`config.mk`:
```
export PLATFORM = sky130hd
export DESIGN_NAME = tksh_ctrl
export DESIGN_NICKNAME = d
export VERILOG_FILES = /design/src/rtl/tksh_pkg.sv /design/src/rtl/tksh_ctrl.sv
export VERILOG_INCLUDE_DIRS = /design/src /design/src/rtl
export SDC_FILE = /design/constraint.sdc
export NUM_CORES = 1
export LEC_CHECK = 0
export ABC_AREA = 1
export BUFFER_PORTS_ARGS = -buffer_cell sky130_fd_sc_hd__buf_2
export CORE_AREA = 3 3 40 42
export CTS_BUF_LIST = sky130_fd_sc_hd__clkbuf_8
export CTS_CLUSTER_DIAMETER = 150
export DETAILED_ROUTE_END_ITERATION = 10
export DIE_AREA = 0 0 43 45
export PLACE_DENSITY_LB_ADDON = 0.3
export SETUP_SLACK_MARGIN = 0.2
export SYNTH_ARGS = -nofsm -noshare
export SYNTH_HDL_FRONTEND = slang
export SYNTH_SLANG_ARGS = --single-unit
```
`constraint.sdc`:
```
create_clock -name aclk -period 3.2 [get_ports aclk]
set_clock_uncertainty 0.15 [all_clocks]
set_input_delay 0.64 -clock aclk [delete_from_list [all_inputs] [get_ports aclk]]
set_output_delay 0.64 -clock aclk [all_outputs]
set_load 0.02 [all_outputs]
```
`src/rtl/assert_macros.svh`:
```
// Assertion macros shared by the heap keeper's RTL files.
`ifndef ASSERT_MACROS_SVH
`define ASSERT_MACROS_SVH
`ifndef SYNTHESIS
// Property must hold at every clock edge outside reset.
`define TKSH_ASSERT(label, clk, rstn, prop, msg) \
    label: assert property (@(posedge clk) disable iff (!(rstn)) (prop)) else $error(msg);
// Condition must never be true outside reset.
`define TKSH_NEVER(label, clk, rstn, cond, msg) \
    label: assert property (@(posedge clk) disable iff (!(rstn)) !(cond)) else $error(msg);
`else
`define TKSH_ASSERT(label, clk, rstn, prop, msg)
`define TKSH_NEVER(label, clk, rstn, cond, msg)
`endif
`endif

```
`src/rtl/tksh_pkg.sv`:
```
// Types, constants and controller encodings for the top-k smallest heap keeper.
package tksh_pkg;

    localparam int unsigned TKSH_CAPACITY   = 64;
    localparam int unsigned TKSH_DIST_WIDTH = 32;
    localparam int unsigned ID_W            = 32;
    localparam int unsigned IN_DIST_W       = 32;
    localparam int unsigned K_W             = 7;
    localparam int unsigned FILL_W          = 7;
    localparam logic [K_W-1:0] K_RESET      = 7'd64;

    // Item commands
    localparam logic CMD_INSERT = 1'b0;
    localparam logic CMD_POP    = 1'b1;

    typedef struct packed {
        logic                 cmd;
        logic [ID_W-1:0]      new_id;
        logic [IN_DIST_W-1:0] new_distance;
    } in_item_t;

    typedef struct packed {
        logic [ID_W-1:0]      max_id;
        logic [IN_DIST_W-1:0] max_distance;
        logic [FILL_W-1:0]    fill_count;
        logic                 heap_empty;
    } out_item_t;

    typedef enum logic [2:0] {
        ST_IDLE,
        ST_DECIDE,
        ST_UP_STEP,
        ST_UP_CMP,
        ST_POP_LOAD,
        ST_DOWN_STEP,
        ST_DOWN_CMP,
        ST_FINISH
    } tksh_state_t;

    // Controller to datapath
    typedef struct packed {
        logic take_in;
        logic start_append;
        logic start_replace;
        logic start_pop;
        logic rd_parent;
        logic rd_children;
        logic up_move;
        logic down_move;
        logic put_cur;
        logic load_last;
        logic emit;
    } tksh_cmd_t;

    // Datapath to controller
    typedef struct packed {
        logic op_append;
        logic op_replace;
        logic op_pop;
        logic pos_zero;
        logic leaf;
        logic parent_less;
        logic child_wins;
        logic occ_zero;
        logic out_free;
    } tksh_stat_t;

endpackage

```
`src/rtl/tksh_ctrl.sv`:
```
// Sequencer for insert, pop and the sift walks of the heap keeper.
`include "assert_macros.svh"

module tksh_ctrl (
    input  logic                  aclk,
    input  logic                  aresetn,
    input  logic                  s_valid,
    output logic                  s_ready,
    input  tksh_pkg::tksh_stat_t  stat,
    output tksh_pkg::tksh_cmd_t   cmd
);
    import tksh_pkg::*;

    tksh_state_t state_reg;
    tksh_state_t state_next;

    // State register
    always_ff @(posedge aclk) begin
        if (!aresetn) begin
            state_reg <= ST_IDLE;
        end else begin
            state_reg <= state_next;
        end
    end

    // Next state and commands
    always_comb begin
        state_next = state_reg;
        cmd        = '0;
        s_ready    = 1'b0;
        case (state_reg)
            ST_IDLE: begin
                s_ready = 1'b1;
                if (s_valid) begin
                    cmd.take_in = 1'b1;
                    state_next  = ST_DECIDE;
                end
            end
            ST_DECIDE: begin
                if (stat.op_append) begin
                    cmd.start_append = 1'b1;
                    state_next       = ST_UP_STEP;
                end else if (stat.op_replace) begin
                    cmd.start_replace = 1'b1;
                    state_next        = ST_DOWN_STEP;
                end else if (stat.op_pop) begin
                    cmd.start_pop = 1'b1;
                    state_next    = ST_POP_LOAD;
                end else begin
                    state_next = ST_FINISH;
                end
            end
            ST_UP_STEP: begin
                if (stat.pos_zero) begin
                    cmd.put_cur = 1'b1;
                    state_next  = ST_FINISH;
                end else begin
                    cmd.rd_parent = 1'b1;
                    state_next    = ST_UP_CMP;
                end
            end
            ST_UP_CMP: begin
                if (stat.parent_less) begin
                    cmd.up_move = 1'b1;
                    state_next  = ST_UP_STEP;
                end else begin
                    cmd.put_cur = 1'b1;
                    state_next  = ST_FINISH;
                end
            end
            ST_POP_LOAD: begin
                cmd.load_last = 1'b1;
                if (stat.occ_zero) begin
                    state_next = ST_FINISH;
                end else begin
                    state_next = ST_DOWN_STEP;
                end
            end
            ST_DOWN_STEP: begin
                if (stat.leaf) begin
                    cmd.put_cur = 1'b1;
                    state_next  = ST_FINISH;
                end else begin
                    cmd.rd_children = 1'b1;
                    state_next      = ST_DOWN_CMP;
                end
            end
            ST_DOWN_CMP: begin
                if (stat.child_wins) begin
                    cmd.down_move = 1'b1;
                    state_next    = ST_DOWN_STEP;
                end else begin
                    cmd.put_cur = 1'b1;
                    state_next  = ST_FINISH;
                end
            end
            ST_FINISH: begin
                if (stat.out_free) begin
                    cmd.emit   = 1'b1;
                    state_next = ST_IDLE;
                end
            end
            default: begin
                state_next = ST_IDLE;
            end
        endcase
    end

    // Checks
    `TKSH_ASSERT(a_emit_free, aclk, aresetn, cmd.emit |-> stat.out_free, "emit while result held")
    `TKSH_ASSERT(a_one_start, aclk, aresetn, $onehot0({cmd.start_append, cmd.start_replace, cmd.start_pop}), "several starts")
    `TKSH_ASSERT(a_one_write, aclk, aresetn, $onehot0({cmd.put_cur, cmd.up_move, cmd.down_move}), "several writes")
    `TKSH_ASSERT(a_take_decide, aclk, aresetn, cmd.take_in |=> (state_reg == ST_DECIDE), "item taken without decide")

endmodule

```
==> After elaboration in Yosys (flattened, before gate mapping) <==
Index checks and enable logic that the tools add are counted.
{ "word_totals": {"reg_bits": 3, "output_inout_bits": 12, "wordCells": 48, "input_bits": 12} }
{ "op_classes": {"n_reduce_logical": 2, "n_eq_ne": 9, "mux": 36} }
{ "op_table": {"columns": ["cell", "n"], "rows": [
  ["3-bit one-hot mux with 8 select lines", 1],
  ["1-bit two-way mux", 23],
  ["3-bit two-way mux", 7],
  ["3-bit equality test (second input constant)", 4],
  ["2-bit two-way mux", 4],
  ["3-bit by 2-bit equality test with 1-bit output (second input constant)", 2],
  ["2-bit != test (second input constant)", 2],
  ["1-bit one-hot mux with 4 select lines", 1],
  ["3-bit by 1-bit equality test with 1-bit output (second input constant)", 1],
  ["3-bit logical NOT", 1],
  ["2-bit AND reduction", 1]
]} }

==> Depth between registers and ports, before layout <==
{ "depth": {"ltp_word": 4, "ltp_mapped": 8, "depth_no_buf": 7} }

==> Worst setup path after synthesis <==
No wires, ideal clock.
{ "synth_timing": {"kind": "in2out", "from": "input port stat[8] in the netlist's numbering", "to": "output port cmd[7] in the netlist's numbering", "stages": 3, "path_buffers": 0, "arrival_ps": 1286, "path_slack_ps": 1124, "required_ps": 2410, "cell_sequence": "inv_1 > nand3_1 > nor3_1"} }
{ "synth_lines": {"columns": ["item", "line_no", "source"], "rows": [
  ["from (decl)", "tksh_ctrl.sv:9", "input tksh_pkg::tksh_stat_t stat,"],
  ["to (decl)", "tksh_ctrl.sv:10", "output tksh_pkg::tksh_cmd_t cmd"]
]} }

==> impl_results.md <==
* Post-Synthesis Cells at 66
* Iter 0 DRT Violations at 9
* Die Wd at 43 µm
* Worst VDD drop at between 400 and 500 µV
* Syn nets at a little under 80
* CTS buffer count at 3
* Synth Register Bits at 3
* Max stage delay on crit path at 0.50 ns
* Worst path cell trace: nand3_1, o2111ai_1, buf_2
* Vias in the first global route at about 400
* Fillcell total at ~150
* Post-route antenna net violation count at 0
* Register area share after synthesis at between 15 and 20%
* CTS resizes at 0
* CTS Root Cell: clkbuf_8
* Final Hold Vio Count at 0
* Boundary Pins at 24
* Min-delay worst type: in2reg
* Critical path type: reg2out
* RR Startpoint: state_reg[2]
* Hold_sp: aresetn
* CP required at 2.41 ns
* CP startpoint: state_reg[2]
* Worst-Margin Slew at 0.331 ns
* Status: completed
* Clock Latency Late Sink at about 0.22 ns
* Area leader, netlist: nor2_1
* Pin count of the biggest net entering global routing at 10
* Crit-path slowest cell: dfxtp_1
* Top cell type's share of synthesized area at between 10% and 20%
* Leak at roughly 0.34 nW
* Worst setup EP type: output port
* Minimum clock period at roughly 2.1 ns
* IO buf count at 23
* Gr ovfl total at 0
* DRC violations left at 0
* Setup_tns at 0 ns
* Fin area at 520 µm²
* Layout Nets at 105
* DR vias/cell at ~4.4
* Clock Path Buffers at 2
* Layout area overhead at 47.5%
* Max-cap violations at 0
* DIE AREA at 0.00194 mm²
* Ant diodes at 0
* Top_reg_cell synth: dfxtp_1
* H-tree Lvls at 1
* Post-synth cell types at 15
* Fmax achieved at 0.479 GHz
* RD Place Congestion at roughly 0.76
* Async set-reset flop share out of synthesis at 0%
* Clock Sinks at 3
* CTS tree: yes
* Initial Util at 27.5%
* Rel. slew slack at roughly 80%
* Chip Height at between 40 and 50 µm
* DR vias at around 470
* CP max FO at 9
* DP Area at between 400 and 500 µm²
* Max reg flops at 3
* Post-CTS setup buffers at 0
* P per Cell Area at between 700 and 800 mW/mm²
* Number of flops mapped to enable cells by yosys at 0
* Core ar. at about 0.0013 mm²
* Startpoint Class: flip-flop
* Initial antenna violation count at 0
* Final setup viols at 0
* Period Utilization, post-route at around 65%
* Layout cells sized above 1 at a little under two fifths
* Ranking of synthesized cells by area: nor2_1 (18%), dfxtp_1 (17%), nand2_1 (13%), inv_1 (12%), nand3_1 (8.5%)
* Synthesized cell area at between 300 and 400 µm²
* Row count at 13
* Avg Cell Area, Syn at approximately 5.3 µm²
* HPWL Detailed at slightly below 800 µm
* Wire length per cell at roughly 8.6 µm
* First-pass GRT wire length at between 1.5 and 2 mm
* RSZ-0062 raised after global routing: false
* CP arrival at 1.30 ns
* Gr usage total at 10.6%
* 1st-pass router iterations at 4
* Cts-stage hold buffer count at 0
* Total routed wirelength at 918 µm
* Number of slew-limit violations in the final report at 0
* Clk pin slew, worst setup/hold paths at 0.03 ns
* Ys Warns at 0
-- cell usage in the layout, fill, tap and decap left out, drive strengths merged --
cell / instances
buf: 23
nor2: 18
inv: 15
nand2: 13
nand3: 8
nor3: 4
clkbuf: 3
dfxtp: 3
nand4: 2
o2111ai: 1
a21oi: 1
a21boi: 1
-- kinds of logic after synthesis --
family          after synthesis  share of synthesized area, %
flops                         3                          17.0
buf+inv                      15                          18.1
simple gates                 45                          57.8
compound gates                3                          7.09
-- power breakdown --
group / total (W) / internal [W] / switching [W]
clock network: 0.000106 / 0.0000816 / 0.0000241
logic: 0.000208 / 0.0000729 / 0.000135
registers: 0.0000826 / 0.0000519 / 0.0000307
-- cell type report --
class | instances | area, µm² | area share (%)
clock buffer | 3 | 41.3 | 7.93
clock inverter | 1 | 3.75 | 0.721
inverter | 14 | 52.6 | 10.1
multi-input combinational | 48 | 229 | 44.0
sequential | 3 | 60.1 | 11.5
tap | 15 | 18.8 | 3.61
timing repair buffer | 23 | 115 | 22.1
-- worst max-delay path, delay by kind of cell, from the launching register on --
family / cells / cell delay (ns)
AND/OR/NAND/NOR: 1 / 0.17
buffers and inverters: 1 / 0.20
flip-flops: 1 / 0.50
AO/OA/AOI/OAI: 1 / 0.21
-- routing by layer --
layer / vias to the layer above / part of all wire (%) / global-route usage (%)
li1: 258 / - / -
met1: 193 / 42 / 13.2
met2: 16 / 47 / 17.4
met3: 2 / 8.7 / 1.20
met4: 0 / 1.5 / 7.23
met5: - / 0 / 0
-- stage by stage --
stage / instances / power [W] / util, % / hold slack, ns / setup WS [ns]
final: 107 / 0.000396 / 40.5 / 0.488 / 1.11
after floorplan: 66 / 0.000242 / - / 0.443 / 1.12
after global placement: 103 / 0.000293 / 37.0 / 0.499 / 1.15
after CTS: 107 / 0.000401 / 40.5 / 0.489 / 1.10
after global routing: 107 / 0.000437 / 40.5 / 0.506 / 0.965
after detailed placement: 103 / 0.000294 / 37.0 / 0.502 / 1.12
-- synth_stat cells (2+ instances only) --
cell type and count:
inv_1 11, nand3_2 2, dfxtp_1 3, nor2_1 17, nand2_1 12, nand3_1 6
nor3_1 4, nand4_1 2, inv_2 3
-- worst paths after layout --
kind	endpoint	slack, ns	depth (start not counted)
worst min-delay path	state_reg[1]	0.49	3
worst min register to register	state_reg[2]	0.50	2
worst max-delay path	cmd[2]	1.11	3
worst max register to register	state_reg[1]	1.84	7
No activity file was read; power rests on OpenSTA's default activity.
